===== src/design/cs2rgb_pkg.sv =====
`default_nettype none
package cs2rgb_pkg;

	localparam int FRAC   = 16;
	localparam int GDEPTH = 1024;
	localparam int GW     = $clog2(GDEPTH + 1);
	localparam int EW     = FRAC + 2;
	localparam int QDEPTH = 4;

	typedef struct packed {
		logic [15:0] ch0_high_word;
		logic [7:0]  ch0_low_byte;
		logic [15:0] ch1_high_word;
		logic [7:0]  ch1_low_byte;
		logic [15:0] ch2_high_word;
		logic [7:0]  ch2_low_byte;
		logic [15:0] ch3_high_word;
		logic [7:0]  ch3_low_byte;
	} reading_t;

	typedef struct packed {
		logic signed [39:0] x_value;
		logic signed [39:0] y_value;
		logic signed [39:0] z_value;
		logic [40:0]        lux_value;
		logic [7:0]         red;
		logic [7:0]         green;
		logic [7:0]         blue;
	} result_t;

	// saturated ADC codes of channels 0..2 (channel 3 carries zero weight)
	typedef struct packed {
		logic [2:0][31:0] code;
	} codes_t;

	typedef struct packed {
		logic [127:0] q;
		logic [63:0]  r;
	} divres_t;

	typedef logic signed [EW-1:0] gtab_t [0:GDEPTH];
	typedef logic [7:0] ltab_t [0:255];

	// restoring long division, elaboration only
	function automatic divres_t udiv(input logic [127:0] n, input logic [63:0] d);
		divres_t res;
		logic [64:0] r;
		res.q = '0;
		r = '0;
		for (int i = 127; i >= 0; i--) begin
			r = {r[63:0], n[i]};
			if (r >= {1'b0, d}) begin
				r = r - {1'b0, d};
				res.q[i] = 1'b1;
			end
		end
		res.r = r[63:0];
		return res;
	endfunction

	// round(num * 2^shift / den)
	function automatic logic signed [63:0] fix_const(input longint num, input logic [63:0] den,
			input int shift);
		logic [63:0] mag;
		logic [63:0] q;
		divres_t dr;
		mag = (num < 0) ? 64'(-num) : 64'(num);
		dr = udiv({64'd0, mag} << shift, den);
		q = dr.q[63:0];
		if ({dr.r, 1'b0} >= {1'b0, den})
			q = q + 64'd1;
		return (num < 0) ? -$signed(q) : $signed(q);
	endfunction

	function automatic longint xyz_num(input int r, input int c);
		longint v;
		case (r * 3 + c)
			0: v = 64'sd2348929920;
			1: v = 64'sd407467441;
			2: v = 64'sd928619404;
			3: v = -64'sd189652390;
			4: v = 64'sd1989582020;
			5: v = -64'sd169739553;
			6: v = 64'sd120811684;
			7: v = -64'sd158848115;
			8: v = 64'sd6740215200;
			default: v = 0;
		endcase
		return v;
	endfunction

	function automatic longint rgb_num(input int r, input int c);
		longint v;
		case (r * 3 + c)
			0: v = 32406;
			1: v = -15372;
			2: v = -4986;
			3: v = -9689;
			4: v = 18758;
			5: v = 415;
			6: v = 557;
			7: v = -2040;
			8: v = 10570;
			default: v = 0;
		endcase
		return v;
	endfunction

	localparam logic [63:0] XYZ_DEN = 64'd10000000000000;
	localparam logic [63:0] RGB_DEN = 64'd1000000;
	localparam logic [31:0] LUX_W   = 32'(fix_const(64'sd21500000000, XYZ_DEN, 40));
	localparam logic [7:0]  THRESH  = 8'(fix_const(64'sd31308, 64'd10000000, FRAC));

	function automatic logic [63:0] isqrt64(input logic [63:0] xin);
		logic [63:0] x, r, b;
		x = xin;
		r = '0;
		b = 64'h4000_0000_0000_0000;
		while (b > x)
			b = b >> 2;
		while (b != 0) begin
			if (x >= r + b) begin
				x = x - (r + b);
				r = (r >> 1) + b;
			end else begin
				r = r >> 1;
			end
			b = b >> 2;
		end
		return r;
	endfunction

	function automatic logic [63:0] icbrt64(input logic [63:0] xin);
		logic [63:0] x, y, b;
		x = xin;
		y = '0;
		for (int s = 63; s >= 0; s -= 3) begin
			y = y << 1;
			b = 64'd3 * y * (y + 64'd1) + 64'd1;
			if ((x >> s) >= b) begin
				x = x - (b << s);
				y = y + 64'd1;
			end
		end
		return y;
	endfunction

	function automatic logic signed [63:0] gamma_entry(input int k);
		divres_t dr, dr2;
		logic [63:0] v, s1, s2, w, h, p4, y;
		logic signed [63:0] num, g;
		dr  = udiv(128'(k) << 40, 64'(GDEPTH));
		dr2 = udiv({64'd0, dr.r} << 20, 64'(GDEPTH));
		v  = (dr.q[63:0] << 20) + dr2.q[63:0];
		s1 = isqrt64(v);
		s2 = isqrt64(s1 << 30);
		w  = icbrt64(s2 << 30);
		h  = (w * w) >> 10;
		p4 = (h * h) >> 30;
		y  = (p4 * w) >> 20;
		num = $signed(64'd1055 * y) - (64'sd55 <<< 30);
		if (num >= 0) begin
			dr = udiv({64'd0, num}, 64'd1000);
			g = $signed(dr.q[63:0]);
		end else begin
			dr = udiv({64'd0, -num + 64'sd999}, 64'd1000);
			g = -$signed(dr.q[63:0]);
		end
		return g >>> (30 - FRAC);
	endfunction

	function automatic gtab_t build_gtab();
		gtab_t t;
		for (int k = 0; k <= GDEPTH; k++)
			t[k] = EW'(gamma_entry(k));
		return t;
	endfunction

	// linear segment: floor(lin * 255 * 12.92 / 2^FRAC) for small lin
	function automatic ltab_t build_ltab();
		ltab_t t;
		divres_t dr;
		for (int i = 0; i < 256; i++) begin
			dr = udiv(128'(i) * 128'd32946, 64'(10 * (1 << FRAC)));
			t[i] = 8'(dr.q);
		end
		return t;
	endfunction

endpackage
`default_nettype wire


===== src/design/cs2rgb_queue.sv =====
`default_nettype none
module cs2rgb_queue (
	input  wire logic               clk,
	input  wire logic               arst_n,
	input  wire logic               push,
	input  wire cs2rgb_pkg::codes_t wdata,
	input  wire logic               pop,
	output logic                    rvalid,
	output cs2rgb_pkg::codes_t      rdata,
	output logic                    almost_full
);

	localparam int PW = $clog2(cs2rgb_pkg::QDEPTH);
	localparam int CW = $clog2(cs2rgb_pkg::QDEPTH + 1);

	cs2rgb_pkg::codes_t mem_q [cs2rgb_pkg::QDEPTH];
	logic [PW-1:0] wptr_q, rptr_q;
	logic [CW-1:0] count_q;
	logic do_pop;

	assign rvalid = count_q != '0;
	assign rdata  = mem_q[rptr_q];
	assign do_pop = pop && rvalid;
	// leave room for the beat already in the front register
	assign almost_full = count_q >= CW'(cs2rgb_pkg::QDEPTH - 1);

	always_ff @(posedge clk) begin
		if (push) begin
			mem_q[wptr_q] <= wdata;
		end
	end

	always_ff @(posedge clk or negedge arst_n) begin
		if (!arst_n) begin
			wptr_q  <= '0;
			rptr_q  <= '0;
			count_q <= '0;
		end else begin
			if (push)
				wptr_q <= wptr_q + PW'(1);
			if (do_pop)
				rptr_q <= rptr_q + PW'(1);
			if (push && !do_pop)
				count_q <= count_q + CW'(1);
			else if (!push && do_pop)
				count_q <= count_q - CW'(1);
		end
	end

endmodule
`default_nettype wire


===== config.mk =====
export PLATFORM = sky130hd
export DESIGN_NAME = cs2rgb_queue
export DESIGN_NICKNAME = d
export VERILOG_FILES = /design/src/design/cs2rgb_pkg.sv /design/src/design/cs2rgb_queue.sv
export SDC_FILE = /design/constraint.sdc
export NUM_CORES = 1
export LEC_CHECK = 0
export ABC_CLOCK_PERIOD_IN_PS = 4230
export BUFFER_PORTS_ARGS = -buffer_cell sky130_fd_sc_hd__buf_2
export CAP_MARGIN = 20
export CORE_MARGIN = 3
export CORE_UTILIZATION = 50
export CTS_BUF_LIST = sky130_fd_sc_hd__clkbuf_2
export CTS_CLUSTER_DIAMETER = 40
export DETAILED_ROUTE_END_ITERATION = 8
export MAX_ROUTING_LAYER = met4
export PLACE_DENSITY = 0.81
export SLEW_MARGIN = 15
export SYNTH_ARGS = -nofsm -noshare
export SYNTH_HDL_FRONTEND = slang
export SYNTH_SLANG_ARGS = --single-unit

===== constraint.sdc =====
create_clock -name clk -period 4.23 [get_ports clk]
set_clock_uncertainty 0.15 [all_clocks]
set_input_delay 0.2115 -clock clk [delete_from_list [all_inputs] [get_ports clk]]
set_output_delay 0.2115 -clock clk [all_outputs]
set_load 0.01 [all_outputs]

==> results.yml <==
placed_design:
  dp_hpwl_um: 15170
  placed_area_um2: 15700
  gp_congestion: 0.6983
  post-place-ws_ns: 1.742
  port_buffers: 197
  place_inst: 1099
drt:
  route.detailed.drc: 0
  drt_iter0_markers: 462
  wl_per_cell_um: 20.12
  first_pass_iters: 5
  ant_nets: 0
  via_per_inst: 5.111
  routed_wl_um: 29530
  num_vias: 7503
setup_path:
  cp-startpoint: "rptr_q[0]"
  rr_worst_depth: 8
  cp_max_fo: 37
  critPathLaunchType: "flip-flop"
  rrSetupSlack_ns: 1.79
  end_kind: "output pin"
  r2r_end: "count_q[2]"
  crit_required_ns: 3.87
  reg2reg_from: "count_q[0]"
  crit_arrival_ns: 2.97
  crit_type: "flip-flop to output pin"
pwr:
  total_leakage_power_nw: 6.628
  internal-power_mw: 7.562
  power.net_switching_mw: 3.491
  pwr-share-seq_pct: 49.2
  p_per_area_nw_per_um2: 597.1
  finalPower_mw: 11.05
  max-vdd-ir-drop_mv: 0.4789
  p_sw_share_pct: 31.58
  power_frac_clock_pct: 20.6
  power_frac_comb_pct: 30.1
clock_network:
  cts.clk_slew.worst_paths_ns: 0.12
  cts.path.max_buffers: 3
  clock_latency_ns: 0.86
  h-tree-depth: 3
  cts_sinks: 391
  numCtsBuffers: 92
  root_buffer: "clkbuf_2"
  cts_tree: "done"
cells_and_area:
  final_nets: 1119
  final_util_pct: 66.26
  final_cell_area_um2: 18510
  drive_gt1_share_pct: 41.54
  area_growth_pct: 30.07
  fin_cells: 1468
timing:
  setup-tns-final_ns: 0
  hold_viol: 0
  rsz0062_at_grt: "false"
  fmax_mhz: 300.1
  holdWs_ns: 0.1806
  post-route-period-util_pct: 78.77
  finalSetupViolCount: 0
  relSlewSlack_pct: 44.48
  layout_setup_ws_ns: 0.8980
  worst_pin_slew_ns: 0.8328
  slew_viol_final: 0
  finalCriticalPeriod_ns: 3.332
synthesis:
  syn-num-nets: 642
  async_flop_share_pct: 1.790
  synth_edf_count: 384
  yosysSeqAreaShare_pct: 82.27
  syn_area_um2: 14230
  synthDistinctLibCells: 22
  yosys_warnings: 0
  syn_inst: 536
  synthFlopType: "edfxtp_1"
  avgSynthCellArea_um2: 26.55
  synth-seq-cells: 391
run_status:
  outcome: "finished clean"
grt:
  grtUsageTotal_pct: 20.52
  grt_pass1_vias: 8435
  grt_overflow: 0
  grt_max_degree: 59
  grt_antenna_before_repair: 2
  grt_pass1_wl_um: 46850
floorplanning:
  die_area_um2: 30520
  initial_core_util_pct: 50.94
  core_area_um2: 27930
  ios: 198
  die_h_um: 174.7
  rows: 61
  die_w_um: 174.7
worst_hold_path:
  min_path_type: "primary input to async pin"
flow_run:
  drv_cap: 0
worst max-delay path: stages, from the launching register on:
cell,delay (ns)
dfrtp_4,0.95
buf_12,0.36
mux4_2,0.55
buf_2,0.16
Yosys cell counts (2+ instances only):
cell | instances | share of area [%]
mux4_2 | 96 | 15
edfxtp_1 | 384 | 81
ha_1 | 5 | 0.44
buf_6 | 2 | 0.16
dfrtp_1 | 7 | 1.2
xor2_1 | 3 | 0.18
xnor2_1 | 3 | 0.18
nand2_1 | 2 | 0.053
and2_1 | 4 | 0.18
inv_1 | 3 | 0.079
clkbuf_1 | 5 | 0.13
buf_2 | 12 | 0.42
state kept, by name, indices dropped and copies added (netlist names):
| register | flops |
|---|---|
| mem_q | 384 |
| rptr_q | 2 |
| wptr_q | 2 |
| count_q | 3 |
layout by cell type, fill, tap and decap left out:
cell / synthesis / final
mux4_2: 96 / 96
mux2_2: 1 / 1
fa_1: 1 / 1
dfrtp_1: 7 / 5
xor2_1: 3 / 3
clkinv_1: 0 / 27
nand2_1: 2 / 2
dlygate4sd3_1: 0 / 198
a21o_1: 1 / 1
xnor2_1: 3 / 3
clkinv_2: 0 / 5
buf_2: 12 / 197
clkinv_4: 0 / 1
or3_1: 1 / 1
o21ai_0: 1 / 1
ha_1: 5 / 5
edfxtp_1: 384 / 384
buf_4: 1 / 5
clkinvlp_4: 0 / 3
inv_1: 3 / 3
inv_2: 0 / 1
buf_12: 1 / 5
and2_4: 0 / 4
nor2_1: 1 / 1
nand3_1: 1 / 1
dfrtp_4: 0 / 2
clkbuf_2: 0 / 132
diode_2: 0 / 2
logic make-up (layout without fill, tap and decap cells):
family / count (synthesis) / in the layout / synth area share [%]
other cells: 0 / 2 / 0
mux: 97 / 97 / 15.27
compound gates: 2 / 2 / 0.08791
simple gates: 9 / 9 / 0.3341
fa+ha+maj: 6 / 6 / 0.5803
flops: 391 / 391 / 82.27
buf+inv: 25 / 577 / 1.090
xor+xnor: 6 / 6 / 0.3694
power groups by stage:
stage	Clock (mW)	Combinational [mW]	Sequential, mW
4_1_cts	2.35	3.36	5.45
3_3_place_gp	0	3.18	5.50
2_1_floorplan	0	2.24	5.31
5_1_grt	2.59	3.57	5.53
6_report	2.28	3.33	5.44
3_5_place_dp	0	3.21	5.54
metal layers:
layer / vias up / routed length, um / global-route usage [%]
met1: 3797 / 11330 / 24.85
li1: 3348 / - / -
met4: 0 / 711 / 7.813
met5: - / 0 / -
met3: 53 / 1978 / 5.106
met2: 305 / 15510 / 33.77
repair_timing:
| action | 4_1_cts | 5_1_grt |
|---|---|---|
| hold buffers | 198 | 0 |
| resized for setup | 0 | 0 |
| endpoints found under the hold margin | 568 | 0 |
| setup buffers | 0 | 0 |
worst max-delay path by stage:
stage	end	slack, ns
floorplan	mem_q[0][0]	0.77
global placement	rdata[0]	1.75
detailed placement	rdata[80]	1.74
finish	rdata[94]	0.90
CTS	rdata[80]	0.74
global route	rdata[83]	0.62
layout make-up:
class | count | area [um2]
antenna | 2 | 5.005
inverter | 3 | 11.26
sequential | 391 | 11710
clock inverter | 37 | 161.4
fill | 1851 | 9425
tap | 378 | 473.0
clock buffer | 132 | 660.6
multi-input combinational | 120 | 2379
timing repair buffer | 405 | 3105
No activity file was read; power rests on OpenSTA's default activity.
