<file path="src/design/cs2rgb_pkg.sv">
`default_nettype none
package cs2rgb_pkg;

	localparam int FRAC   = 16;
	localparam int GDEPTH = 1024;
	localparam int GW     = $clog2(GDEPTH + 1);
	localparam int EW     = FRAC + 2;
	localparam int QDEPTH = 4;

	typedef struct packed {
		logic [15:0] ch0_high_word;
		logic [7:0]  ch0_low_byte;
		logic [15:0] ch1_high_word;
		logic [7:0]  ch1_low_byte;
		logic [15:0] ch2_high_word;
		logic [7:0]  ch2_low_byte;
		logic [15:0] ch3_high_word;
		logic [7:0]  ch3_low_byte;
	} reading_t;

	typedef struct packed {
		logic signed [39:0] x_value;
		logic signed [39:0] y_value;
		logic signed [39:0] z_value;
		logic [40:0]        lux_value;
		logic [7:0]         red;
		logic [7:0]         green;
		logic [7:0]         blue;
	} result_t;

	// saturated ADC codes of channels 0..2 (channel 3 carries zero weight)
	typedef struct packed {
		logic [2:0][31:0] code;
	} codes_t;

	typedef struct packed {
		logic [127:0] q;
		logic [63:0]  r;
	} divres_t;

	typedef logic signed [EW-1:0] gtab_t [0:GDEPTH];
	typedef logic [7:0] ltab_t [0:255];

	// restoring long division, elaboration only
	function automatic divres_t udiv(input logic [127:0] n, input logic [63:0] d);
		divres_t res;
		logic [64:0] r;
		res.q = '0;
		r = '0;
		for (int i = 127; i >= 0; i--) begin
			r = {r[63:0], n[i]};
			if (r >= {1'b0, d}) begin
				r = r - {1'b0, d};
				res.q[i] = 1'b1;
			end
		end
		res.r = r[63:0];
		return res;
	endfunction

	// round(num * 2^shift / den)
	function automatic logic signed [63:0] fix_const(input longint num, input logic [63:0] den,
			input int shift);
		logic [63:0] mag;
		logic [63:0] q;
		divres_t dr;
		mag = (num < 0) ? 64'(-num) : 64'(num);
		dr = udiv({64'd0, mag} << shift, den);
		q = dr.q[63:0];
		if ({dr.r, 1'b0} >= {1'b0, den})
			q = q + 64'd1;
		return (num < 0) ? -$signed(q) : $signed(q);
	endfunction

	function automatic longint xyz_num(input int r, input int c);
		longint v;
		case (r * 3 + c)
			0: v = 64'sd2348929920;
			1: v = 64'sd407467441;
			2: v = 64'sd928619404;
			3: v = -64'sd189652390;
			4: v = 64'sd1989582020;
			5: v = -64'sd169739553;
			6: v = 64'sd120811684;
			7: v = -64'sd158848115;
			8: v = 64'sd6740215200;
			default: v = 0;
		endcase
		return v;
	endfunction

	function automatic longint rgb_num(input int r, input int c);
		longint v;
		case (r * 3 + c)
			0: v = 32406;
			1: v = -15372;
			2: v = -4986;
			3: v = -9689;
			4: v = 18758;
			5: v = 415;
			6: v = 557;
			7: v = -2040;
			8: v = 10570;
			default: v = 0;
		endcase
		return v;
	endfunction

	localparam logic [63:0] XYZ_DEN = 64'd10000000000000;
	localparam logic [63:0] RGB_DEN = 64'd1000000;
	localparam logic [31:0] LUX_W   = 32'(fix_const(64'sd21500000000, XYZ_DEN, 40));
	localparam logic [7:0]  THRESH  = 8'(fix_const(64'sd31308, 64'd10000000, FRAC));

	function automatic logic [63:0] isqrt64(input logic [63:0] xin);
		logic [63:0] x, r, b;
		x = xin;
		r = '0;
		b = 64'h4000_0000_0000_0000;
		while (b > x)
			b = b >> 2;
		while (b != 0) begin
			if (x >= r + b) begin
				x = x - (r + b);
				r = (r >> 1) + b;
			end else begin
				r = r >> 1;
			end
			b = b >> 2;
		end
		return r;
	endfunction

	function automatic logic [63:0] icbrt64(input logic [63:0] xin);
		logic [63:0] x, y, b;
		x = xin;
		y = '0;
		for (int s = 63; s >= 0; s -= 3) begin
			y = y << 1;
			b = 64'd3 * y * (y + 64'd1) + 64'd1;
			if ((x >> s) >= b) begin
				x = x - (b << s);
				y = y + 64'd1;
			end
		end
		return y;
	endfunction

	function automatic logic signed [63:0] gamma_entry(input int k);
		divres_t dr, dr2;
		logic [63:0] v, s1, s2, w, h, p4, y;
		logic signed [63:0] num, g;
		dr  = udiv(128'(k) << 40, 64'(GDEPTH));
		dr2 = udiv({64'd0, dr.r} << 20, 64'(GDEPTH));
		v  = (dr.q[63:0] << 20) + dr2.q[63:0];
		s1 = isqrt64(v);
		s2 = isqrt64(s1 << 30);
		w  = icbrt64(s2 << 30);
		h  = (w * w) >> 10;
		p4 = (h * h) >> 30;
		y  = (p4 * w) >> 20;
		num = $signed(64'd1055 * y) - (64'sd55 <<< 30);
		if (num >= 0) begin
			dr = udiv({64'd0, num}, 64'd1000);
			g = $signed(dr.q[63:0]);
		end else begin
			dr = udiv({64'd0, -num + 64'sd999}, 64'd1000);
			g = -$signed(dr.q[63:0]);
		end
		return g >>> (30 - FRAC);
	endfunction

	function automatic gtab_t build_gtab();
		gtab_t t;
		for (int k = 0; k <= GDEPTH; k++)
			t[k] = EW'(gamma_entry(k));
		return t;
	endfunction

	// linear segment: floor(lin * 255 * 12.92 / 2^FRAC) for small lin
	function automatic ltab_t build_ltab();
		ltab_t t;
		divres_t dr;
		for (int i = 0; i < 256; i++) begin
			dr = udiv(128'(i) * 128'd32946, 64'(10 * (1 << FRAC)));
			t[i] = 8'(dr.q);
		end
		return t;
	endfunction

endpackage
`default_nettype wire

</file>
<file path="src/design/cs2rgb_front.sv">
`default_nettype none
module cs2rgb_front (
	input  wire logic                 clk,
	input  wire logic                 arst_n,
	input  wire logic                 start,
	input  wire cs2rgb_pkg::reading_t reading,
	input  wire logic                 q_almost_full,
	output logic                      busy,
	output logic                      push,
	output cs2rgb_pkg::codes_t        wdata
);

	logic [2:0][15:0] hi;
	logic [2:0][7:0]  lo;
	cs2rgb_pkg::codes_t codes;
	logic v_s1;
	cs2rgb_pkg::codes_t codes_s1;

	assign hi = {reading.ch2_high_word, reading.ch1_high_word, reading.ch0_high_word};
	assign lo = {reading.ch2_low_byte, reading.ch1_low_byte, reading.ch0_low_byte};

	// mantissa << exponent, saturate at 2^32-1
	always_comb begin
		logic [34:0] c;
		for (int n = 0; n < 3; n++) begin
			c = 35'({hi[n][11:0], lo[n]}) << hi[n][15:12];
			codes.code[n] = (c[34:32] != 3'd0) ? 32'hFFFF_FFFF : c[31:0];
		end
	end

	assign busy = q_almost_full;

	always_ff @(posedge clk or negedge arst_n) begin
		if (!arst_n) begin
			v_s1 <= 1'b0;
		end else begin
			v_s1 <= start && !busy;
		end
	end

	always_ff @(posedge clk) begin
		if (start && !busy) begin
			codes_s1 <= codes;
		end
	end

	assign push  = v_s1;
	assign wdata = codes_s1;

endmodule
`default_nettype wire

</file>
<file path="config.mk">
export PLATFORM = sky130hd
export DESIGN_NAME = cs2rgb_front
export DESIGN_NICKNAME = d
export VERILOG_FILES = /design/src/design/cs2rgb_pkg.sv /design/src/design/cs2rgb_front.sv
export SDC_FILE = /design/constraint.sdc
export NUM_CORES = 1
export LEC_CHECK = 0
export ABC_AREA = 1
export BUFFER_PORTS_ARGS = -buffer_cell sky130_fd_sc_hd__buf_2
export CORE_MARGIN = 2
export CORE_UTILIZATION = 25
export DETAILED_ROUTE_END_ITERATION = 12
export GPL_TIMING_DRIVEN = 1
export PLACE_DENSITY = 0.44
export SLEW_MARGIN = 25
export SYNTH_ARGS = -nofsm -noshare
export SYNTH_HDL_FRONTEND = slang
export SYNTH_SLANG_ARGS = --single-unit
</file>
<file path="constraint.sdc">
create_clock -name clk -period 0.8 [get_ports clk]
set_input_delay 0.08 -clock clk [delete_from_list [all_inputs] [get_ports clk]]
set_output_delay 0.08 -clock clk [all_outputs]
set_load 0.02 [all_outputs]
</file>
==> results.toml, run 1 <==
[die]
die_h_um = 165.0
dieArea_um2 = 27240
core_area_um2 = 25330
chipWidth_um = 165.0
row_count = 58
initial_core_util = 0.2560
io_pins = 198

[placement]
gp_congestion = 0.8681
placed_cell_area_um2 = 9473
portBuffers = 173
dp_hpwl_um = 18750
place_ws_ps = -584.7

[yosys]
yosysUniqueCellTypes = 20
ys_ff_latch = 97
synth_edf_count = 96
syn_nets = 980
netlist_area_um2 = 6484
synth_top_area_cell = "edfxtp_1"
synth_top_area_share = 0.4446
synth_flop_cell = "edfxtp_1"
ys_warn_count = 0
synth_area_leaders = "edfxtp_1 44%, nand3_1 21%, nand2_1 20%"
syn_avg_cell_area_um2 = 7.368
yosysSeqAreaShare = 0.4485
synth_common_cells = "352 x nand2_1, 272 x nand3_1, 96 x edfxtp_1, 40 x nor2_1, 21 x clkbuf_1"
async_reset_ff_frac = 0.01031
postSynthCellCount = 880
post-synth-top-count-cell = "nand2_1"

[routing]
ant_nets = 0
first_pass_iters = 5
post-route-drc-count = 0
vias_per_cell = 4.885
wirelength_um = 25780
vias = 7283
wl_per_cell_um = 17.29
drtIter0Drc = 413

[worst_setup_path]
worstPathArrival_ps = 970
critical_path_required_ps = 720
crit_family = "flip-flops"
max_stage_delay_ps = 450
cp-startpoint = "wdata[10]$_SDFFCE_PP1P_"
critical_path.cell_chain = "buf_6"
critical_path_class = "reg -> out"
end_kind = "output pin"
start_kind = "register"
cp_slowest_cell = "edfxtp_1"
path_buf_inv = 1
critPathMaxFanout = 1

[power_and_ir_drop]
peakVddDrop_mv = 1.002
p_leak_nw = 5.706
powerDensity_nw_per_um2 = 1432

[finish]
fill_cells = 2340
drive_above_1_share = 0.7149
antenna_cells = 0
design_area_um2 = 12610
final_nets = 1256
syn_to_final_growth_pct = 94.56

[run_status]
violations = "negative setup slack"
outcome = "complete, but fails checks"

[clocking]
cts_tree = "yes"
cts_buffers = 9
cts.clk_slew.worst_paths_ps = 80
htreeDepth = 3
cts_root_buf = "clkbuf_16"
numClockSinks = 97
clk_path_buf_depth = 2

[timing]
setup_slack_ps = -253.9
max_slew.worst_pin.slew_ps = 399.8
fin_crit_sh = 1.317
rsz0062_at_grt = "true"
period_needed_ps = 1054
max_freq_mhz = 948.9
finalHoldViolations = 0
relSlewSlack = 0.7306
slew_viol_final = 0
setup_viol = 190
holdWs_ps = 52.64

[grt]
grt_overflow_total = 0
antenna_found_initial = 0
grt_start_max_net_pins = 20
grt_pass1_wl_um = 37750
grt_usage = 0.1808
grt_pass1_vias = 6949

[min_path]
hp-class = "in -> async"

[flow_run]
max_cap_viol_count = 0
## per-layer routing
metal / global-route usage / up-vias / part of all wire / wire length [um]
met5: 0 / - / 0 / 0
li1: - / 3575 / - / -
met2: 0.2953 / 192 / 0.50 / 12820
met1: 0.2456 / 3484 / 0.43 / 11190
met4: 0.05257 / 0 / 0.024 / 613
met3: 0.02988 / 32 / 0.045 / 1155
## cells by family after synthesis
family | after synthesis | synth area share
simple gates | 689 | 0.4714
flops | 97 | 0.4485
compound gates | 15 | 0.01158
buf+inv | 79 | 0.06851
## final cells by class
class,count,area (um2),area share
multi-input cells,704,5612,0.4449
repair buffers,326,3206,0.2541
flip-flops and latches,97,2908,0.2305
well taps,330,412.9,0.03273
clock buffers,9,225.2,0.01785
inverters,16,133.9,0.01061
clock inverters,7,95.09,0.007538
repair inverters,2,22.52,0.001785
## how the worst max path moves through the flow
stage	end	cells after the start
after floorplan	wdata[0]$_SDFFCE_PP1P_	2
after global placement	wdata[80]$_SDFFCE_PP1P_	9
after detailed placement	wdata[47]$_SDFFCE_PP1P_	10
after CTS	wdata[10]	1
after global routing	wdata[10]	1
final	wdata[10]	1
## cell usage in the layout, fill, tap and decap left out, types with 2 or more instances in the layout
cell type and instances:
nor2_4 11, nand3_4 34, nand2_8 6, inv_2 2, nand2_1 123, o21ai_4 2
nand3_2 175, buf_8 5, o21ai_2 8, buf_4 91, inv_4 3, nand3_1 73
nor2_1 18, inv_8 5, buf_6 98, buf_12 35, buf_16 5, inv_12 4
clkbuf_16 11, clkinvlp_4 2, buf_2 89, or2_2 2, nand2_2 140, nand4_1 8
nor2_2 11, nand2_4 88, inv_1 5, o21ai_0 4, edfxtp_1 96
## flip-flops by register name (all words and copies together), names as in the netlist
register,cells
wdata,96
push,1
## report_power, final
part / switching, mW / leakage (nW) / internal (mW) / total, mW
Sequential: 0.217 / 0.893 / 6.18 / 6.40
Combinational: 3.96 / 4.66 / 3.02 / 6.98
Clock: 2.16 / 0.150 / 2.52 / 4.68
Total: 6.34 / 5.71 / 11.7 / 18.1
## repair_timing
action / in CTS / in global routing
cloned: 9 / 2
setup endpoints to repair: 193 / 193
hold buffers: 1 / 0
pin swaps: 34 / 71
buffers inserted: 23 / 13
hold endpoints to repair: 1 / 0
resized for setup: 291 / 356
## per-stage QoR
step	setup TNS, ps	utilization	cells	total power, mW
after floorplan	-130930	-	880	9.493
after CTS	-28930	0.4435	1488	17.23
after global routing	-30900	0.4981	1491	18.93
after detailed placement	-75920	0.3740	1441	11.42
final	-24780	0.4981	1491	18.06
after global placement	-73900	0.3740	1441	11.44
Note: power is estimated with default switching activity, not from simulation.
==> run 2, diff against run 1 <==
--- a/config.mk
+++ b/config.mk
@@ -6,12 +6,12 @@
 export NUM_CORES = 1
 export LEC_CHECK = 0
 export ABC_AREA = 1
-export BUFFER_PORTS_ARGS = -buffer_cell sky130_fd_sc_hd__buf_2
 export CORE_MARGIN = 2
-export CORE_UTILIZATION = 25
+export CORE_UTILIZATION = 55
 export DETAILED_ROUTE_END_ITERATION = 12
+export DONT_BUFFER_PORTS = 1
 export GPL_TIMING_DRIVEN = 1
-export PLACE_DENSITY = 0.44
+export PLACE_DENSITY = 0.69
 export SLEW_MARGIN = 25
 export SYNTH_ARGS = -nofsm -noshare
 export SYNTH_HDL_FRONTEND = slang
==> run 2 against run 1 <==
Compared with the run above: the run ends with negative hold slack, negative setup slack left; core utilization up 23 points; worst hold slack worse by 120 ps; wire length down 26%; global-route usage up 12 points; critical path depth down 1; first-iteration DRC count up 53%; largest cell class unchanged.
==> results.toml, run 2 (synthesized netlist as in run 1, its figures left out) <==
[run_status]
outcome = "complete, but fails checks"
violations = "negative hold slack, negative setup slack"

[flow_run]
max_cap_viol_count = 0

[power_and_ir_drop]
internal_power_mw = 9.777
combPwrFrac = 0.220
peakVddDrop_mv = 1.639
switching_share = 0.3244
clockPowerShare = 0.299
power_frac_seq = 0.481
p_sw_mw = 4.695
p_leak_nw = 3.856
powerDensity_nw_per_um2 = 1744

[worst_setup_path]
start_kind = "register"
critical_path_class = "reg -> out"
critPathMaxFanout = 1
worstPathArrival_ps = 870
end_kind = "output pin"
critical_path_required_ps = 720

[routing]
wirelength_um = 19170
wl_per_cell_um = 18.23
ant_nets = 0
post-route-drc-count = 0
vias = 6484
vias_per_cell = 6.163
first_pass_iters = 5
drtIter0Drc = 633

[clocking]
clk_path_buf_depth = 2
htreeDepth = 3
cts.clk_slew.worst_paths_ps = 80
cts_tree = "yes"
hold_buffers = 2
cts_root_buf = "clkbuf_16"
numClockSinks = 97
cts_buffers = 9

[timing]
period_needed_ps = 947.0
setup_slack_ps = -147.0
holdWs_ps = -69.09
max_freq_mhz = 1056
fin_crit_sh = 1.184
slew_viol_final = 0
finalHoldViolations = 64
max_slew.worst_pin.slew_ps = 332.9
relSlewSlack = 0.7757
setup_viol = 97
rsz0062_at_grt = "true"

[min_path]
hold_end = "wdata[29]$_SDFFCE_PP1P_"
min_from = "reading[95]"
hp-class = "in -> reg"
min_path_cells = 2

[grt]
grt_overflow_total = 0
grt_usage = 0.3011
grt_pass1_vias = 5891
grt_pass1_wl_um = 30210
antenna_found_initial = 0
grt_start_max_net_pins = 33

[finish]
final_cell_mix = "293 x nand2_1, 187 x nand3_1, 96 x edfxtp_1"
largest_reg_flops = 96
final_common_cell = "nand2_1"
final_nets = 1004
antenna_cells = 0
drive_above_1_share = 0.2882
syn_to_final_growth_pct = 28.02

[placement]
dp_hpwl_um = 14750
portBuffers = 0
gp_congestion = 0.9858
place_ws_ps = -303.2

[die]
row_count = 39
io_pins = 198
die_h_um = 112.6
dieArea_um2 = 12670
initial_core_util = 0.5654
chipWidth_um = 112.6
core_area_um2 = 11470
run 2: power groups by stage:
stage	sequential (mW)	combinational, mW	clock [mW]
6_report	6.96	3.19	4.33
4_1_cts	6.97	3.10	4.34
3_3_place_gp	7.08	3.00	0
2_1_floorplan	6.96	2.53	0
5_1_grt	6.99	3.53	4.54
3_5_place_dp	7.07	3.08	0
run 2: how the worst max path moves through the flow:
stage,start,end,slack [ps],depth (start not counted)
2_1_floorplan,start,wdata[0]$_SDFFCE_PP1P_,-1140,2
3_3_place_gp,reading[92],wdata[11]$_SDFFCE_PP1P_,-260,8
3_5_place_dp,reading[44],wdata[79]$_SDFFCE_PP1P_,-300,8
4_1_cts,wdata[68]$_SDFFCE_PP1P_,wdata[68],-150,0
5_1_grt,wdata[64]$_SDFFCE_PP1P_,wdata[64],-160,0
6_report,wdata[10]$_SDFFCE_PP1P_,wdata[10],-150,0
run 2: timing repair:
action                                 4_1_cts  5_1_grt
buffers inserted                             0        0
endpoints found under the hold margin       72       64
pin swaps                                    0        3
setup endpoints to repair                   97      107
gates resized for setup                      0        6
cloned                                       0        2
run 2: metrics by stage:
stage | TNS [ps] | instance area, um2 | total power, mW | cells | utilization
6_report | -11160 | 8300 | 14.47 | 1052 | 0.7238
5_1_grt | -13190 | 8300 | 15.06 | 1052 | 0.7238
4_1_cts | -12030 | 8222 | 14.41 | 1050 | 0.7170
3_5_place_dp | -28730 | 7893 | 10.15 | 1032 | 0.6883
3_3_place_gp | -25630 | 7893 | 10.07 | 1032 | 0.6883
2_1_floorplan | -130930 | 7523 | 9.493 | 880 | -
run 2: area by class of cell:
class | instances | area (um2)
multi-input cells | 704 | 3934
fillers | 879 | 3167
flip-flops and latches | 97 | 2908
repair buffers | 76 | 848.3
clock buffers | 9 | 225.2
well taps | 143 | 178.9
inverters | 16 | 122.6
clock inverters | 7 | 83.83
run 2: routing by layer:
| layer | routed length [um] | GRT usage |
|---|---|---|
| met2 | 8846 | 0.4802 |
| met5 | 0 | 0 |
| met1 | 7823 | 0.4079 |
| met4 | 638 | 0.1000 |
| met3 | 1864 | 0.07073 |
==> run 3, diff against run 2 <==
--- a/config.mk
+++ b/config.mk
@@ -6,12 +6,13 @@
 export NUM_CORES = 1
 export LEC_CHECK = 0
 export ABC_AREA = 1
+export CELL_PAD_IN_SITES_DETAIL_PLACEMENT = 0
+export CELL_PAD_IN_SITES_GLOBAL_PLACEMENT = 1
 export CORE_MARGIN = 2
-export CORE_UTILIZATION = 55
+export CORE_UTILIZATION = 49
 export DETAILED_ROUTE_END_ITERATION = 12
 export DONT_BUFFER_PORTS = 1
-export GPL_TIMING_DRIVEN = 1
-export PLACE_DENSITY = 0.69
+export PLACE_DENSITY = 0.85
 export SLEW_MARGIN = 25
 export SYNTH_ARGS = -nofsm -noshare
 export SYNTH_HDL_FRONTEND = slang
==> run 3 against run 2 <==
Compared with the run above: the flow still finishes with violations (negative hold slack, negative setup slack); non-clock buffer count up 5; design area up 1.3%; die area up 12%; critical path depth unchanged; highest routed layer unchanged.
==> results.toml, run 3 (synthesized netlist as in run 1, its figures left out) <==
[run_status]
outcome = "complete, but fails checks"
violations = "negative hold slack, negative setup slack"

[finish]
final-seq-area_um2 = 2908
final_common_cell = "nand2_1"
final_cell_mix = "290 x nand2_1, 185 x nand3_1, 96 x edfxtp_1"
multiInputGateArea_um2 = 3966
fin_util = 0.6426
antenna_cells = 0
final_nets = 1009
syn_to_final_growth_pct = 29.68
design_area_um2 = 8408
fill_cells = 1113
drive_above_1_share = 0.2987
largest_reg_flops = 96

[clocking]
cts_tree = "yes"
cts_buffers = 9
cts_root_buf = "clkbuf_16"
numClockSinks = 97
hold_buffers = 2
clk_path_buf_depth = 2
htreeDepth = 3
cts.clk_slew.worst_paths_ps = 70

[die]
row_count = 42
io_pins = 198
initial_core_util = 0.4955
core_area_um2 = 13090
die_h_um = 119.0
chipWidth_um = 119.0
dieArea_um2 = 14170

[placement]
portBuffers = 0
dp_hpwl_um = 15350
placed_cell_area_um2 = 7919
place_ws_ps = -305.1
gp_congestion = 0.9191

[routing]
drtIter0Drc = 719
first_pass_iters = 5
wirelength_um = 20000
wl_per_cell_um = 18.35
vias = 6381
post-route-drc-count = 0
vias_per_cell = 5.854
ant_nets = 0

[worst_setup_path]
critical_path_required_ps = 720
path_depth = 0
worstPathArrival_ps = 870
end_kind = "output pin"
crit_end = "wdata[90]"
cp-startpoint = "wdata[90]$_SDFFCE_PP1P_"
critical_path_class = "reg -> out"
start_kind = "register"
critPathMaxFanout = 1

[timing]
finalHoldViolations = 71
setup_viol = 97
holdWs_ps = -83.31
max_freq_mhz = 1056
slew_viol_final = 0
fin_crit_sh = 1.184
relSlewSlack = 0.7889
max_slew.worst_pin.slew_ps = 313.4
period_needed_ps = 946.8
rsz0062_at_grt = "true"
setup_slack_ps = -146.8

[grt]
antenna_found_initial = 0
grt_pass1_vias = 5965
grt_pass1_wl_um = 31170
grt_overflow_total = 0
grt_start_max_net_pins = 33
grt_usage = 0.2791

[min_path]
hp-class = "in -> reg"
min_from = "reading[71]"

[power_and_ir_drop]
powerDensity_nw_per_um2 = 1760
peakVddDrop_mv = 1.539
p_leak_nw = 3.890
p_total_mw = 14.80

[flow_run]
max_cap_viol_count = 0
==> run 3: changes by cell type in the layout (fill, tap and decap cells not counted), sizes merged <==
cell / previous run / this run
clkinv: 5 / 2
buf: 72 / 76
clkinvlp: 0 / 1
bufinv: 0 / 1
clkbuf: 11 / 13
==> run 3: report_power, final <==
part	internal [mW]	total, mW	switching, mW
sequential	6.21	6.96	0.752
combinational	1.34	3.24	1.90
clock	2.58	4.60	2.02
==> run 3: layer usage <==
layer	vias to the layer above	track usage	routed length [um]	part of all wire
met5	-	0	0	0
met4	0	0.07738	450	0.023
met2	285	0.4318	9311	0.47
li1	3059	-	-	-
met1	3005	0.3985	8692	0.43
met3	32	0.05795	1543	0.077
==> run 3: stage by stage <==
stage	instances	setup TNS [ps]
after floorplan	880	-130930
final	1090	-11410
after CTS	1086	-12340
after global routing	1090	-13480
after detailed placement	1068	-29830
after global placement	1068	-27210
==> run 3: how the worst min path moves through the flow <==
stage / endpoint / slack, ps / cells past startpoint
4_1_cts: wdata[63]$_SDFFCE_PP1P_ / -90 / 2
6_report: wdata[63]$_SDFFCE_PP1P_ / -80 / 2
3_3_place_gp: push$_DFF_PN0_ / -220 / 0
5_1_grt: wdata[63]$_SDFFCE_PP1P_ / -90 / 2
3_5_place_dp: push$_DFF_PN0_ / -220 / 0
2_1_floorplan: push$_DFF_PN0_ / -220 / 0
==> run 3: cell type report <==
class,instances,area share
flip-flops and latches,97,0.3458
multi-input cells,704,0.4717
clock buffers,10,0.02842
inverters,16,0.01458
repair buffers,81,0.1034
clock inverters,6,0.009821
well taps,176,0.02619
==> run 3: timing repair <==
action                                  CTS  global route
endpoints found under the setup margin   97           125
pin swaps                                 0             4
cloned                                    0             3
gates resized for setup                   0            15
setup buffers                             0             1
endpoints found under the hold margin    75            69
